File: config.mk
export PLATFORM = sky130hd
export DESIGN_NAME = sprite_tile_footprint_lister
export DESIGN_NICKNAME = d
export VERILOG_FILES = /design/src/sptf_pkg.sv /design/src/sptf_ctrl.sv /design/src/sptf_datapath.sv /design/src/sprite_tile_footprint_lister.sv
export SDC_FILE = /design/constraint.sdc
export NUM_CORES = 1
export LEC_CHECK = 0
export BUFFER_PORTS_ARGS = -buffer_cell sky130_fd_sc_hd__buf_2
export CAP_MARGIN = 20
export CORE_UTILIZATION = 60
export CTS_BUF_LIST = sky130_fd_sc_hd__clkbuf_8
export CTS_CLUSTER_SIZE = 40
export DETAILED_ROUTE_END_ITERATION = 16
export PLACE_DENSITY = 0.91
export SETUP_SLACK_MARGIN = 0.3
export SKIP_CTS_REPAIR_TIMING = 1
export SLEW_MARGIN = 20
export SYNTH_ARGS = -nofsm -noshare
export SYNTH_HDL_FRONTEND = slang
export SYNTH_HIERARCHICAL = 1
export SYNTH_SLANG_ARGS = --single-unit
File: constraint.sdc
create_clock -name clock -period 10.35 [get_ports clock]
set_input_delay 2.07 -clock clock [delete_from_list [all_inputs] [get_ports clock]]
set_output_delay 2.07 -clock clock [all_outputs]
set_load 0.005 [all_outputs]
File: src/sptf_pkg.sv
package sptf_pkg;

   // input word: one sprite attribute entry with frame marks
   typedef struct packed {
      logic        first_of_frame;
      logic        last_of_frame;
      logic [15:0] attr_y_shape;
      logic [15:0] attr_x_size;
      logic [15:0] attr_tile;
   } req_type;

   // result word
   typedef struct packed {
      logic [1:0] kind;
      logic [8:0] tile_index;
      logic [4:0] tile_slot;
      logic [5:0] tile_total;
      logic       last;
   } rsp_type;

   // result kinds
   localparam logic [1:0] KIND_TILE  = 2'd0;
   localparam logic [1:0] KIND_DONE  = 2'd1;
   localparam logic [1:0] KIND_ABORT = 2'd2;

   // attribute decoding
   localparam logic [1:0]  SHAPE_PROHIBITED = 2'd3;
   localparam logic [15:0] SKIP_MASK        = 16'he000;
   localparam logic [15:0] NOCULL_MASK      = 16'h1100;

   // tiles given per item at most
   localparam logic [5:0] TILE_CAP = 6'd32;

   // visible screen in pixels
   localparam logic signed [10:0] SCREEN_W = 11'sd240;
   localparam logic signed [10:0] SCREEN_H = 11'sd160;
   localparam logic [7:0]         Y_FOLD   = 8'd160;

   // commands from controller to datapath
   typedef struct packed {
      logic accept;      // load a new entry
      logic walk_init;   // zero row and column
      logic advance;     // step to the next tile position
      logic set_abort;   // mark the frame aborted
      logic take_tile;   // collect the current tile into the pending stage
      logic push_pend;   // move the pending tile to the output register
      logic push_last;   // last flag for push_pend
      logic push_frame;  // load the frame result into the output register
   } cmd_type;

   // status from datapath to controller
   typedef struct packed {
      logic aborted;
      logic skip;
      logic bad_shape;
      logic too_big;
      logic lof;
      logic visible;
      logic over_limit;
      logic walk_last;
      logic pend_valid;
      logic out_free;
   } sts_type;

   // sprite width in tiles, indexed by {shape, size}
   function automatic logic [3:0] tile_cols(input logic [3:0] sel);
      logic [3:0] w;
      case (sel)
         4'd0:    w = 4'd1;
         4'd1:    w = 4'd2;
         4'd2:    w = 4'd4;
         4'd3:    w = 4'd8;
         4'd4:    w = 4'd2;
         4'd5:    w = 4'd4;
         4'd6:    w = 4'd4;
         4'd7:    w = 4'd8;
         4'd8:    w = 4'd1;
         4'd9:    w = 4'd1;
         4'd10:   w = 4'd2;
         4'd11:   w = 4'd4;
         default: w = 4'd1;
      endcase
      return w;
   endfunction

   // sprite height in tiles, indexed by {shape, size}
   function automatic logic [3:0] tile_rows(input logic [3:0] sel);
      logic [3:0] h;
      case (sel)
         4'd0:    h = 4'd1;
         4'd1:    h = 4'd2;
         4'd2:    h = 4'd4;
         4'd3:    h = 4'd8;
         4'd4:    h = 4'd1;
         4'd5:    h = 4'd1;
         4'd6:    h = 4'd2;
         4'd7:    h = 4'd4;
         4'd8:    h = 4'd2;
         4'd9:    h = 4'd4;
         4'd10:   h = 4'd4;
         4'd11:   h = 4'd8;
         default: h = 4'd1;
      endcase
      return h;
   endfunction

endpackage

File: src/sptf_ctrl.sv
module sptf_ctrl (
   input  logic              clock,
   input  logic              reset,
   input  logic              req_valid,
   output logic              req_ready,
   input  sptf_pkg::sts_type sts,
   output sptf_pkg::cmd_type cmd
);

   localparam logic [1:0] ST_IDLE   = 2'd0;
   localparam logic [1:0] ST_CHECK  = 2'd1;
   localparam logic [1:0] ST_WALK   = 2'd2;
   localparam logic [1:0] ST_FINISH = 2'd3;

   logic [1:0] state_ff;
   logic [1:0] state_in;

   assign req_ready = (state_ff == ST_IDLE);

   // next state and commands
   always_comb begin
      state_in = state_ff;
      cmd      = '0;
      case (state_ff)
         ST_IDLE: begin
            if (req_valid) begin
               cmd.accept = 1'b1;
               state_in   = ST_CHECK;
            end
         end
         ST_CHECK: begin
            if (sts.aborted || sts.skip) begin
               state_in = ST_FINISH;
            end else if (sts.bad_shape || sts.too_big) begin
               cmd.set_abort = 1'b1;
               state_in      = ST_FINISH;
            end else begin
               cmd.walk_init = 1'b1;
               state_in      = ST_WALK;
            end
         end
         ST_WALK: begin
            if (sts.visible && sts.over_limit) begin
               cmd.set_abort = 1'b1;
               state_in      = ST_FINISH;
            end else if (sts.visible) begin
               // hold while the pending tile cannot move on
               if (!sts.pend_valid || sts.out_free) begin
                  cmd.take_tile = 1'b1;
                  cmd.advance   = 1'b1;
                  if (sts.walk_last) begin
                     state_in = ST_FINISH;
                  end
               end
            end else begin
               cmd.advance = 1'b1;
               if (sts.walk_last) begin
                  state_in = ST_FINISH;
               end
            end
         end
         ST_FINISH: begin
            if (sts.pend_valid) begin
               if (sts.out_free) begin
                  cmd.push_pend = 1'b1;
                  cmd.push_last = !sts.lof;
                  if (!sts.lof) begin
                     state_in = ST_IDLE;
                  end
               end
            end else if (sts.lof) begin
               if (sts.out_free) begin
                  cmd.push_frame = 1'b1;
                  state_in       = ST_IDLE;
               end
            end else begin
               state_in = ST_IDLE;
            end
         end
         default: begin
            state_in = ST_IDLE;
         end
      endcase
   end

   always_ff @(posedge clock) begin
      if (reset) begin
         state_ff <= ST_IDLE;
      end else begin
         state_ff <= state_in;
      end
   end

endmodule

File: src/sptf_datapath.sv
module sptf_datapath #(
   parameter int MAX_TILES  = 32,
   parameter int VRAM_BYTES = 32768
) (
   input  logic              clock,
   input  logic              reset,
   input  sptf_pkg::req_type req_data,
   output logic              rsp_valid,
   input  logic              rsp_ready,
   output sptf_pkg::rsp_type rsp_data,
   input  sptf_pkg::cmd_type cmd,
   output sptf_pkg::sts_type sts
);

   localparam logic [17:0] VramLimit = 18'(VRAM_BYTES);
   localparam logic [6:0]  TileLimit = 7'(MAX_TILES);

   // entry registers
   logic [15:0] attr_a_ff, attr_b_ff, attr_c_ff;
   logic        lof_ff;

   // frame state
   logic [5:0] count_ff;
   logic       aborted_ff;
   logic [5:0] item_n_ff;

   // walk position
   logic [2:0] row_ff, col_ff;

   // pending tile and output register
   logic              pend_valid_ff;
   logic [8:0]        pend_index_ff;
   logic [4:0]        pend_slot_ff;
   logic              rsp_valid_ff;
   sptf_pkg::rsp_type rsp_data_ff;
   sptf_pkg::rsp_type rsp_data_in;
   logic              push_out;

   // decoded geometry
   logic [3:0]         sel;
   logic [3:0]         cols, rows;
   logic [16:0]        footprint;
   logic [2:0]         hoff, voff;
   logic signed [10:0] x_pos, y_pos, px, py;
   logic               culled;
   logic [6:0]         row_off;
   logic [8:0]         tile_idx;
   logic               out_free;

   assign sel  = {attr_a_ff[15:14], attr_b_ff[15:14]};
   assign cols = sptf_pkg::tile_cols(sel);
   assign rows = sptf_pkg::tile_rows(sel);

   // byte start plus width times height, all in bytes
   assign footprint = {2'b00, attr_c_ff[9:1], 6'b000000}
                    + {4'b0000, 7'(cols * rows), 6'b000000};

   // flip-adjusted tile offsets
   assign hoff = attr_b_ff[12] ? (3'(cols - 4'd1) - col_ff) : col_ff;
   assign voff = attr_b_ff[13] ? (3'(rows - 4'd1) - row_ff) : row_ff;

   // x wraps as 9-bit signed, y folds at the bottom of the screen
   assign x_pos = {{2{attr_b_ff[8]}}, attr_b_ff[8:0]};
   assign y_pos = (attr_a_ff[7:0] >= sptf_pkg::Y_FOLD) ? {3'b111, attr_a_ff[7:0]}
                                                       : {3'b000, attr_a_ff[7:0]};
   assign px = x_pos + {5'b00000, hoff, 3'b000};
   assign py = y_pos + {5'b00000, voff, 3'b000};

   assign culled = (px >= sptf_pkg::SCREEN_W) || (px <= -11'sd8)
                || (py >= sptf_pkg::SCREEN_H) || (py <= -11'sd8);

   // tile number: base plus row times width plus column
   assign row_off  = {4'b0000, row_ff} * {3'b000, cols};
   assign tile_idx = attr_c_ff[9:1] + {2'b00, row_off} + {6'b000000, col_ff};

   assign out_free = !rsp_valid_ff || rsp_ready;

   // status back to the controller
   always_comb begin
      sts.aborted    = aborted_ff;
      sts.skip       = (attr_c_ff & sptf_pkg::SKIP_MASK) != 16'h0000;
      sts.bad_shape  = attr_a_ff[15:14] == sptf_pkg::SHAPE_PROHIBITED;
      sts.too_big    = {1'b0, footprint} > VramLimit;
      sts.lof        = lof_ff;
      sts.visible    = ((attr_a_ff & sptf_pkg::NOCULL_MASK) != 16'h0000) || !culled;
      sts.over_limit = ({1'b0, count_ff} >= TileLimit) || (item_n_ff >= sptf_pkg::TILE_CAP);
      sts.walk_last  = ({1'b0, row_ff} == rows - 4'd1) && ({1'b0, col_ff} == cols - 4'd1);
      sts.pend_valid = pend_valid_ff;
      sts.out_free   = out_free;
   end

   // latch the entry
   always_ff @(posedge clock) begin
      if (cmd.accept) begin
         attr_a_ff <= req_data.attr_y_shape;
         attr_b_ff <= req_data.attr_x_size;
         attr_c_ff <= req_data.attr_tile;
         lof_ff    <= req_data.last_of_frame;
      end
   end

   // frame count, abort flag and per-entry count
   always_ff @(posedge clock) begin
      if (reset) begin
         count_ff   <= '0;
         aborted_ff <= 1'b0;
         item_n_ff  <= '0;
      end else begin
         if (cmd.accept) begin
            item_n_ff <= '0;
            if (req_data.first_of_frame) begin
               count_ff   <= '0;
               aborted_ff <= 1'b0;
            end
         end
         if (cmd.set_abort) begin
            aborted_ff <= 1'b1;
         end
         if (cmd.take_tile) begin
            count_ff  <= count_ff + 6'd1;
            item_n_ff <= item_n_ff + 6'd1;
         end
      end
   end

   // advance row-major over the footprint
   always_ff @(posedge clock) begin
      if (cmd.walk_init) begin
         row_ff <= '0;
         col_ff <= '0;
      end else if (cmd.advance) begin
         if ({1'b0, col_ff} == cols - 4'd1) begin
            col_ff <= '0;
            row_ff <= row_ff + 3'd1;
         end else begin
            col_ff <= col_ff + 3'd1;
         end
      end
   end

   // pending stage holds the newest tile until its last flag is known
   always_ff @(posedge clock) begin
      if (reset) begin
         pend_valid_ff <= 1'b0;
      end else if (cmd.take_tile) begin
         pend_valid_ff <= 1'b1;
      end else if (cmd.push_pend) begin
         pend_valid_ff <= 1'b0;
      end
   end

   always_ff @(posedge clock) begin
      if (cmd.take_tile) begin
         pend_index_ff <= tile_idx;
         pend_slot_ff  <= count_ff[4:0];
      end
   end

   // select the word for the output register
   always_comb begin
      push_out    = (cmd.take_tile && pend_valid_ff) || cmd.push_pend || cmd.push_frame;
      rsp_data_in = rsp_data_ff;
      if (cmd.push_frame) begin
         rsp_data_in.kind       = aborted_ff ? sptf_pkg::KIND_ABORT : sptf_pkg::KIND_DONE;
         rsp_data_in.tile_index = '0;
         rsp_data_in.tile_slot  = '0;
         rsp_data_in.tile_total = count_ff;
         rsp_data_in.last       = 1'b1;
      end else if (push_out) begin
         rsp_data_in.kind       = sptf_pkg::KIND_TILE;
         rsp_data_in.tile_index = pend_index_ff;
         rsp_data_in.tile_slot  = pend_slot_ff;
         rsp_data_in.tile_total = '0;
         rsp_data_in.last       = cmd.push_pend && cmd.push_last;
      end
   end

   always_ff @(posedge clock) begin
      if (reset) begin
         rsp_valid_ff <= 1'b0;
      end else if (push_out) begin
         rsp_valid_ff <= 1'b1;
      end else if (rsp_ready) begin
         rsp_valid_ff <= 1'b0;
      end
   end

   always_ff @(posedge clock) begin
      if (push_out) begin
         rsp_data_ff <= rsp_data_in;
      end
   end

   assign rsp_valid = rsp_valid_ff;
   assign rsp_data  = rsp_data_ff;

endmodule

File: src/sprite_tile_footprint_lister.sv
// Sprite tile footprint lister. Each request word is one sprite attribute entry
// (three 16-bit words plus frame marks); each response word is a visible tile's
// 64-byte tile number with its slot in the frame list, or, after the entry that
// carries last_of_frame, a completed or aborted frame result with the tile
// total. One entry is handled at a time: the block latches it, checks
// skip, shape and footprint, then walks each 8x8 tile position of the
// sprite (1 to 64, from the shape/size table), then drains the last tile
// and the frame result. The walk holds while the pending tile cannot move
// on because the response channel is stalled. The newest tile waits in a
// pending stage until it is known whether it is the entry's final response.
// A new entry is taken while a response still waits in the output register.
module sprite_tile_footprint_lister #(
   parameter int MAX_TILES  = 32,
   parameter int VRAM_BYTES = 32768
) (
   input  logic              clock,
   input  logic              reset,
   input  logic              req_valid,
   output logic              req_ready,
   input  sptf_pkg::req_type req_data,
   output logic              rsp_valid,
   input  logic              rsp_ready,
   output sptf_pkg::rsp_type rsp_data
);

   sptf_pkg::cmd_type cmd;
   sptf_pkg::sts_type sts;

   sptf_ctrl u_ctrl (
      .clock     (clock),
      .reset     (reset),
      .req_valid (req_valid),
      .req_ready (req_ready),
      .sts       (sts),
      .cmd       (cmd)
   );

   sptf_datapath #(
      .MAX_TILES  (MAX_TILES),
      .VRAM_BYTES (VRAM_BYTES)
   ) u_datapath (
      .clock     (clock),
      .reset     (reset),
      .req_data  (req_data),
      .rsp_valid (rsp_valid),
      .rsp_ready (rsp_ready),
      .rsp_data  (rsp_data),
      .cmd       (cmd),
      .sts       (sts)
   );

endmodule
==> Yosys cells after proc, flatten, opt, wreduce, memory -nomap -nowiden <==
Memories as Yosys holds them, arrays and structs flattened. A register that Yosys moved wholly into a read port is not among the register bits.
Index checks and enable logic that the tools add are counted.
{ "op_classes": {"add_sub_neg": 13, "eq_ne": 11, "n_lt_le_gt_ge": 8, "muxes": 54, "mul": 2, "reduce_logical": 32} }
{ "ops": {"columns": ["operator", "n"], "rows": [
  ["16-bit nonzero test", 2],
  ["6-bit 2-to-1 mux", 5],
  ["1-bit 2-to-1 mux", 27],
  ["2-bit 2-to-1 mux", 13],
  ["11-bit by 9-bit greater-or-equal comparator with 1-bit output, second input constant", 2],
  ["11-bit by 4-bit less-or-equal comparator with 1-bit output, second input constant", 2],
  ["17-bit by 16-bit > comparator with 1-bit output, second input constant", 1],
  ["15-bit by 13-bit adder with 16-bit output", 1],
  ["6-bit by 1-bit adder with 6-bit output, second input constant", 2],
  ["6-bit greater-or-equal comparator, second input constant", 2],
  ["3-bit 2-to-1 mux", 4],
  ["2-bit nonzero test", 6],
  ["11-bit by 6-bit adder with 11-bit output", 1],
  ["1-bit logical OR", 11],
  ["11-bit 2-to-1 mux", 1],
  ["9-bit by 7-bit adder with 10-bit output", 1],
  ["9-bit by 3-bit adder with 9-bit output", 1],
  ["9-bit by 7-bit adder with 9-bit output", 1],
  ["3-bit inequality test, second input constant", 3],
  ["3-bit by 4-bit equality test with 1-bit output", 2],
  ["8-bit greater-or-equal comparator, second input constant", 1],
  ["4-bit 2-to-1 mux", 2],
  ["2-bit case mux with 4 select lines", 1],
  ["4-bit by 1-bit subtractor with 4-bit output, second input constant", 2],
  ["other kinds (14)", 26]
]} }
{ "totals": {"mem_bits_ro": 128, "out_inout_bits": 25, "regBits": 109, "n_memories": 2} }
{ "memory_table": {"columns": ["name", "words", "width", "rd", "rd_clocked_by_memory_dff", "write_ports", "line_no", "rtl"], "rows": [
  ["(no name shown)", 16, 4, 1, 1, 0, "sptf_pkg.sv:89", "case (sel)"],
  ["(no name shown)", 16, 4, 1, 1, 0, "sptf_pkg.sv:68", "case (sel)"]
]} }

==> Logic depth before layout (Yosys ltp) <==
Gate-level depths: netlist of run 1.
{ "logic_depth": {"word_depth": 17, "depth_mapped": 20, "ltp_nobuf": 19} }

==> By module <==
Netlist of run 1, hierarchy kept.
{ "modules_own_cells": {"columns": ["module", "n_inst", "seq_area_each_um2", "area_per_inst_um2", "cells_each"], "rows": [
  ["sptf_datapath", 1, 2832.7, 5750.5, 513],
  ["sptf_ctrl", 1, 40.0, 309.0, 43]
]} }

==> Worst setup path after synthesis of run 1 <==
No wires, ideal clock.
{ "synth_timing": {"path_kind": "flip-flop to flip-flop", "from": "register, netlist name u_datapath/cols[0]", "to": "register u_datapath.rsp_data_ff, in the netlist u_datapath/rsp_data[0], enable pin", "stages_incl_launch_ff": 17, "synth_period_minus_slack_ps": 5621, "arrival_time_ps": 5243, "setup_ps": 378, "n_path_buf": 1, "required_ps": 9972, "slack_ps": 4729, "path_cell_list": "dfxtp_1 inv_1 ha_1 fa_1 a21oi_1 ha_1 a21o_1 a21oi_1 xor2_1 or4_1 a32o_1 a2bb2oi_1 nand2_1 nor3_1 clkbuf_1 a211oi_1 inv_1"} }
{ "synth_rtl": {"columns": ["item", "line_no", "rtl"], "rows": [
  ["to (signal assigned)", "sptf_datapath.sv:190", "rsp_data_ff <= rsp_data_in;"],
  ["to (decl)", "sptf_datapath.sv:35", "sptf_pkg::rsp_type rsp_data_ff;"]
]} }

==> results of run 1 <==
## registers in the layout, indices dropped and copies added (netlist names), 4 cells and up
register and flops:
u_datapath/attr_b_ff 13, u_datapath/item_n_ff 6, u_datapath/attr_a_ff 12, u_datapath/rows 4
u_datapath/count_ff 6, u_datapath/attr_c_ff 12, u_datapath/rsp_data 23, u_datapath/pend_index_ff 9
u_datapath/pend_slot_ff 5, u_datapath/cols 4
## layout make-up
| class | count | area (sq um) |
|---|---|---|
| repair buffers | 69 | 350 |
| flip-flops and latches | 106 | 2870 |
| inverters | 49 | 184 |
| multi-input cells | 388 | 2940 |
| clock buffers | 9 | 124 |
| clock inverters | 7 | 77.6 |
| well taps | 133 | 166 |
| fillers | 689 | 3060 |
## synthesized netlist by cell type
| cell | instances | area [sq um] |
|---|---|---|
| and4b_1 | 1 | 10.0 |
| edfxtp_1 | 75 | 2250 |
| mux2_2 | 2 | 22.5 |
| and2_1 | 27 | 169 |
| o21bai_1 | 4 | 30.0 |
| a211oi_1 | 4 | 30.0 |
| mux2_1 | 1 | 11.3 |
| or3_1 | 2 | 12.5 |
| a221oi_2 | 1 | 15.0 |
| fa_1 | 18 | 360 |
| buf_4 | 4 | 30.0 |
| nor2_1 | 40 | 150 |
| nor2b_1 | 19 | 119 |
| nand4_1 | 3 | 18.8 |
| buf_1 | 1 | 3.75 |
| nand2b_1 | 4 | 25.0 |
| o21ai_0 | 17 | 85.1 |
| a32o_1 | 2 | 20.0 |
| or4_1 | 1 | 7.51 |
| and4_1 | 1 | 8.76 |
| a21oi_1 | 43 | 215 |
| dfxtp_1 | 31 | 621 |
| xor2_1 | 17 | 149 |
| nand2_1 | 42 | 158 |
| ha_1 | 61 | 763 |
| a311oi_1 | 1 | 8.76 |
| a21o_1 | 9 | 67.6 |
| a221o_2 | 1 | 11.3 |
| o41ai_1 | 1 | 8.76 |
| xnor2_1 | 20 | 175 |
| o211ai_1 | 2 | 15.0 |
| clkbuf_1 | 7 | 26.3 |
| o221ai_1 | 1 | 8.76 |
| mux2i_1 | 5 | 50.1 |
| inv_1 | 49 | 184 |
| nor3b_1 | 4 | 30.0 |
| or2_2 | 2 | 12.5 |
| nand3_1 | 13 | 65.1 |
| a2bb2oi_1 | 2 | 17.5 |
| buf_2 | 1 | 5.00 |
| and3_1 | 2 | 12.5 |
| nor3_1 | 15 | 75.1 |
## power by group through the flow
stage	sequential [W]	clock (W)	combinational [W]
after global routing	0.000659	0.000274	0.000857
after CTS	0.000647	0.000258	0.000758
after floorplan	0.000631	0	0.000577
final	0.000648	0.000255	0.000767
after detailed placement	0.000656	0	0.000741
after global placement	0.000648	0	0.000670
## critical path, stage by stage (launching register included)
cell       delay [ps]
dfxtp_1           470
inv_1             150
ha_1              380
fa_1              470
a21oi_1           300
ha_1              290
a21o_1            190
a21oi_1           300
xor2_1            120
or4_1             540
a32o_1            280
a2bb2oi_1         420
nand2_1           210
nor3_2            140
buf_4             400
a211oi_1          160
inv_1             670
## final timing paths
kind / slack (ps) / depth (start not counted) / to
worst min register to register: 530 / 2 / u_datapath/count_ff[5]
worst max register to register: 4470 / 16 / u_datapath/rsp_data[18]
worst max-delay path: 4470 / 16 / u_datapath/rsp_data[18]
worst min-delay path: 530 / 2 / u_datapath/count_ff[5]
## stage by stage
| step | worst slack, ps | total power, W | cell area (sq um) | util (%) |
|---|---|---|---|---|
| floorplan | 4730 | 0.00121 | 6060 | - |
| global placement | 4950 | 0.00132 | 6520 | 66.7 |
| detailed placement | 4580 | 0.00140 | 6520 | 66.7 |
| CTS | 4540 | 0.00166 | 6720 | 68.7 |
| global route | 4150 | 0.00179 | 6720 | 68.7 |
| finish | 4470 | 0.00167 | 6720 | 68.7 |
## cells by family (layout without fill, tap and decap cells)
| logic type | count (synthesis) | after routing | synth area share [%] |
|---|---|---|---|
| and+or+nand+nor | 176 | 176 | 14.4 |
| DFF | 106 | 106 | 47.4 |
| AOI/OAI and AO/OA | 88 | 88 | 8.80 |
| adders and majority gates | 79 | 79 | 18.5 |
| buffers and inverters | 62 | 134 | 4.11 |
| xor gates and xnor gates | 37 | 37 | 5.35 |
| muxes | 8 | 8 | 1.38 |
## routing by layer
metal	share of wire [%]	global-route usage (%)
met5	0	0
met2	51	43.2
met1	39	28.5
met4	5.0	15.3
met3	4.8	5.29
==> results_dict.tcl, run 1 <==
set metrics [dict create \
    status "completed" \
    globalRoute.totalOverflow 0 \
    tns_ps 0 \
    slew_headroom_pct 40.8 \
    worstPathArrival_ps 5900 \
    p_leak_nw 2.92 \
    min_period_ps 5880 \
    route.vias.total 4338 \
    p_clk_share_pct 15.3 \
    clk_root_buffer_cell "clkbuf_8" \
    finalCritPeriodShare_pct 56.8 \
    grt_usage_pct 25.0 \
    dr.first_iter.drc_count 312 \
    yosys_warnings 6 \
    start_util_pct 62.0 \
    p_per_area_mw_per_mm2 249 \
    grt_pass1_vias 4379 \
    ys_ff_latch 106 \
    finalNetCount 756 \
    required_ps 10380 \
    start_kind "flop" \
    min_from "u_datapath/count_ff[5]" \
    final_common_cell "edfxtp_1" \
    diodes 0 \
    switching_share_pct 41.0 \
    drc 0 \
    worst_pin_slew_ps 881 \
    clkSlewWorstSetupHoldPaths_ps 110 \
    cts.sinks 106 \
    worstSkewPairLatency_ps 390 \
    synth_cell_types 42 \
    crit_start "u_datapath/cols[0]" \
    end_kind "flop" \
    clock_skew_ps 15.3 \
    worstReg2RegStart "u_datapath/cols[0]" \
    cts_inserted_buffers 9 \
    netlist_area_sq_mm 0.00606 \
    critPathMaxFanout 39 \
    antenna_found_initial 0 \
    die_h_microns 102 \
    pwr-share-comb_pct 45.9 \
    design.die.area_sq_mm 0.0105 \
    cts_tree "built" \
    synth_nets 689 \
    finalHoldViolCount 0 \
    critical_path_class "flop to flop" \
    rows 36 \
    drt-vias-per-instance 5.70 \
    place_congestion 0.899 \
    grt_first_pass_wirelength_mm 19.8 \
    seq_area_frac_synth_pct 47.4 \
    area_growth_pct 10.9 \
    cts-htree-levels 3 \
    hpwl_mm 8.92 \
    hold_class "flop to flop" \
    grt_max_degree 43 \
    rsz0062_at_grt "false" \
    core_area_sq_mm 0.00977 \
    instances_no_fill 761 \
    synth_cells 556 \
    io-pin-count 79 \
    wirelength_mm 12.1 \
    share_seq_of_total_power_pct 38.8 \
    setup_viol_count_final 0 \
    layout_common_cells "edfxtp_1, buf_2, ha_1, inv_1, a21oi_1" \
    p_switching_w 0.000685 \
    drv_cap 0 \
    max_freq_mhz 170 \
    whs_ps 529 \
    dp_cells 745 \
    vdd_ir_drop_max_v 0.000118 \
    internal_power_w 0.000985 \
    report.final.slew_viol_count 0 \
    wl_per_cell_microns 15.9 \
    drive_gt1_share_pct 14.8 \
    io_buffers 67 \
    ant_nets 0 \
    syn_avg_cell_area_sq_um 10.9 \
    die_w_microns 102 \
    dr.pass1.iters 5 \
    cts_buffer_depth 2 \
]
(Power assumes the default switching activity.)
==> run 2: changes to the inputs <==
CORE_UTILIZATION = 54   (was 60)
PLACE_DENSITY = 0.87   (was 0.91)
clock period = 5.36 ns   (was 10.35 ns; I/O delays follow)
==> results_dict.tcl, run 2 (synthesis results as in run 1) <==
set metrics [dict create \
    start_kind "flop" \
    hpwl_mm 8.42 \
    pwr-share-comb_pct 45.8 \
    final_common_cell "edfxtp_1" \
    instances_no_fill 771 \
    cp_num_buf_inv 1 \
    p_switching_w 0.00129 \
    vdd_ir_drop_max_v 0.000200 \
    end_kind "flop" \
    min_from "u_datapath/count_ff[5]" \
    drc 0 \
    hold_class "flop to flop" \
    area_growth_pct 11.9 \
    grtUsageMet2_pct 38.2 \
    dp_cells 755 \
    cts.sinks 106 \
    whs_ps 532 \
    grt_use_met1_pct 23.6 \
    drv_cap 0 \
    top_usage_layer "met2" \
    path_cells "inv_1 -> ha_1 -> fa_1 -> a21oi_1 -> ha_1 -> a21o_1 -> a21oi_2 -> xor2_1 -> or4_1 -> a32o_1 -> a2bb2oi_2 -> nand2_1 -> nor3_4 -> nand4_1 -> or3_1 -> a21oi_1" \
    crit_start "u_datapath/cols[1]" \
    setup_viol_count_final 0 \
    largest_reg_flops 23 \
    diodes 0 \
    max_stage_delay_ps 520 \
    report.final.slew_viol_count 0 \
    worst_pin_slew_ps 854 \
    p_leak_nw 2.94 \
    wirelength_mm 11.1 \
    cts_tree "built" \
    clkSlewWorstSetupHoldPaths_ps 110 \
    die_h_microns 108 \
    drive_gt1_share_pct 15.5 \
    rows 38 \
    grt_usage_pct 20.6 \
    io_buffers 67 \
    clk_root_buffer_cell "clkbuf_8" \
    route.vias.total 4183 \
    gr-usage-met3_pct 4.46 \
    place_congestion 0.873 \
    cts_inserted_buffers 9 \
    finalHoldViolCount 0 \
    io-pin-count 79 \
    required_ps 5680 \
    critPathTopFamily "simple AND/OR/NAND/NOR gates" \
    share_seq_of_total_power_pct 38.7 \
    critPathMaxFanout 7 \
    switching_share_pct 40.1 \
    min_period_ps 4650 \
    finalCritPeriodShare_pct 86.7 \
    layout_common_cells "edfxtp_1, buf_2, ha_1, inv_1" \
    worstReg2RegStart "u_datapath/cols[1]" \
    antenna_found_initial 0 \
    grt_pass1_vias 4215 \
    slew_headroom_pct 42.6 \
    cts-htree-levels 3 \
    drt-vias-per-instance 5.43 \
    ant_nets 0 \
    clock_skew_ps 17.5 \
    start_util_pct 55.7 \
    slowest_stage "or4_1" \
    wl_per_cell_microns 14.3 \
    worstPathArrival_ps 4970 \
    rsz0062_at_grt "false" \
    grt_max_degree 42 \
    max_freq_mhz 215 \
    worstSkewPairLatency_ps 390 \
    dr.first_iter.drc_count 266 \
    die_w_microns 108 \
    finalNetCount 759 \
    internal_power_w 0.00192 \
    core_area_sq_mm 0.0109 \
    tns_ps 0 \
    p_per_area_mw_per_mm2 473 \
    dr.pass1.iters 5 \
    grt_first_pass_wirelength_mm 18.5 \
    design.die.area_sq_mm 0.0116 \
    globalRoute.totalOverflow 0 \
    p_clk_share_pct 15.4 \
    critical_path_class "flop to flop" \
    cts_buffer_depth 2 \
    status "completed" \
]
run 2: changes by cell type in the layout (fill, tap and decap cells not counted), sizes merged:
cell and delta:
clkinvlp -1, clkinv +1, buf +3
run 2: path summary, 6_finish.rpt:
check,slack [ps],to,depth (start not counted)
setup / recovery,710,u_datapath/count_ff[5],16
hold / removal,530,u_datapath/count_ff[5],2
hold reg to reg,530,u_datapath/count_ff[5],2
setup reg to reg,710,u_datapath/count_ff[5],16
run 2: final cells by class:
class / count / area, sq um
inverter: 49 / 184
sequential: 106 / 2870
clock buffer: 9 / 124
multi-input combinational: 388 / 2960
clock inverter: 7 / 88.8
tap: 140 / 175
timing repair buffer: 72 / 377
fill: 827 / 4110
run 2: stage by stage:
stage	total power [W]	util (%)	instance area [sq um]	setup WS [ps]
2_1_floorplan	0.00233	-	6070	346
3_3_place_gp	0.00257	60.2	6560	555
3_5_place_dp	0.00270	60.2	6560	397
4_1_cts	0.00320	62.2	6770	389
5_1_grt	0.00348	62.3	6780	404
6_report	0.00321	62.3	6780	711
run 2: per-layer routing:
metal	share of wire, %	vias to the layer above
li1	-	2054
met3	4.3	14
met2	52	106
met1	43	2009
met5	0	-
met4	1.3	0
run 2: power groups by stage:
stage               clock, W  sequential (W)  combinational, W
floorplan                  0         0.00122           0.00112
global placement           0         0.00125           0.00132
detailed placement         0         0.00126           0.00144
CTS                 0.000511         0.00124           0.00145
global route        0.000542         0.00126           0.00167
finish              0.000496         0.00124           0.00147
run 2: worst reg2reg max path: cells and delay by family, from the launching register on:
family | cells | cell delay [ps]
adders and majority gates | 3 | 1080
xor gates and xnor gates | 1 | 90
and+or+nand+nor | 5 | 1450
buffers and inverters | 1 | 110
DFF | 1 | 450
AOI/OAI and AO/OA | 6 | 1390
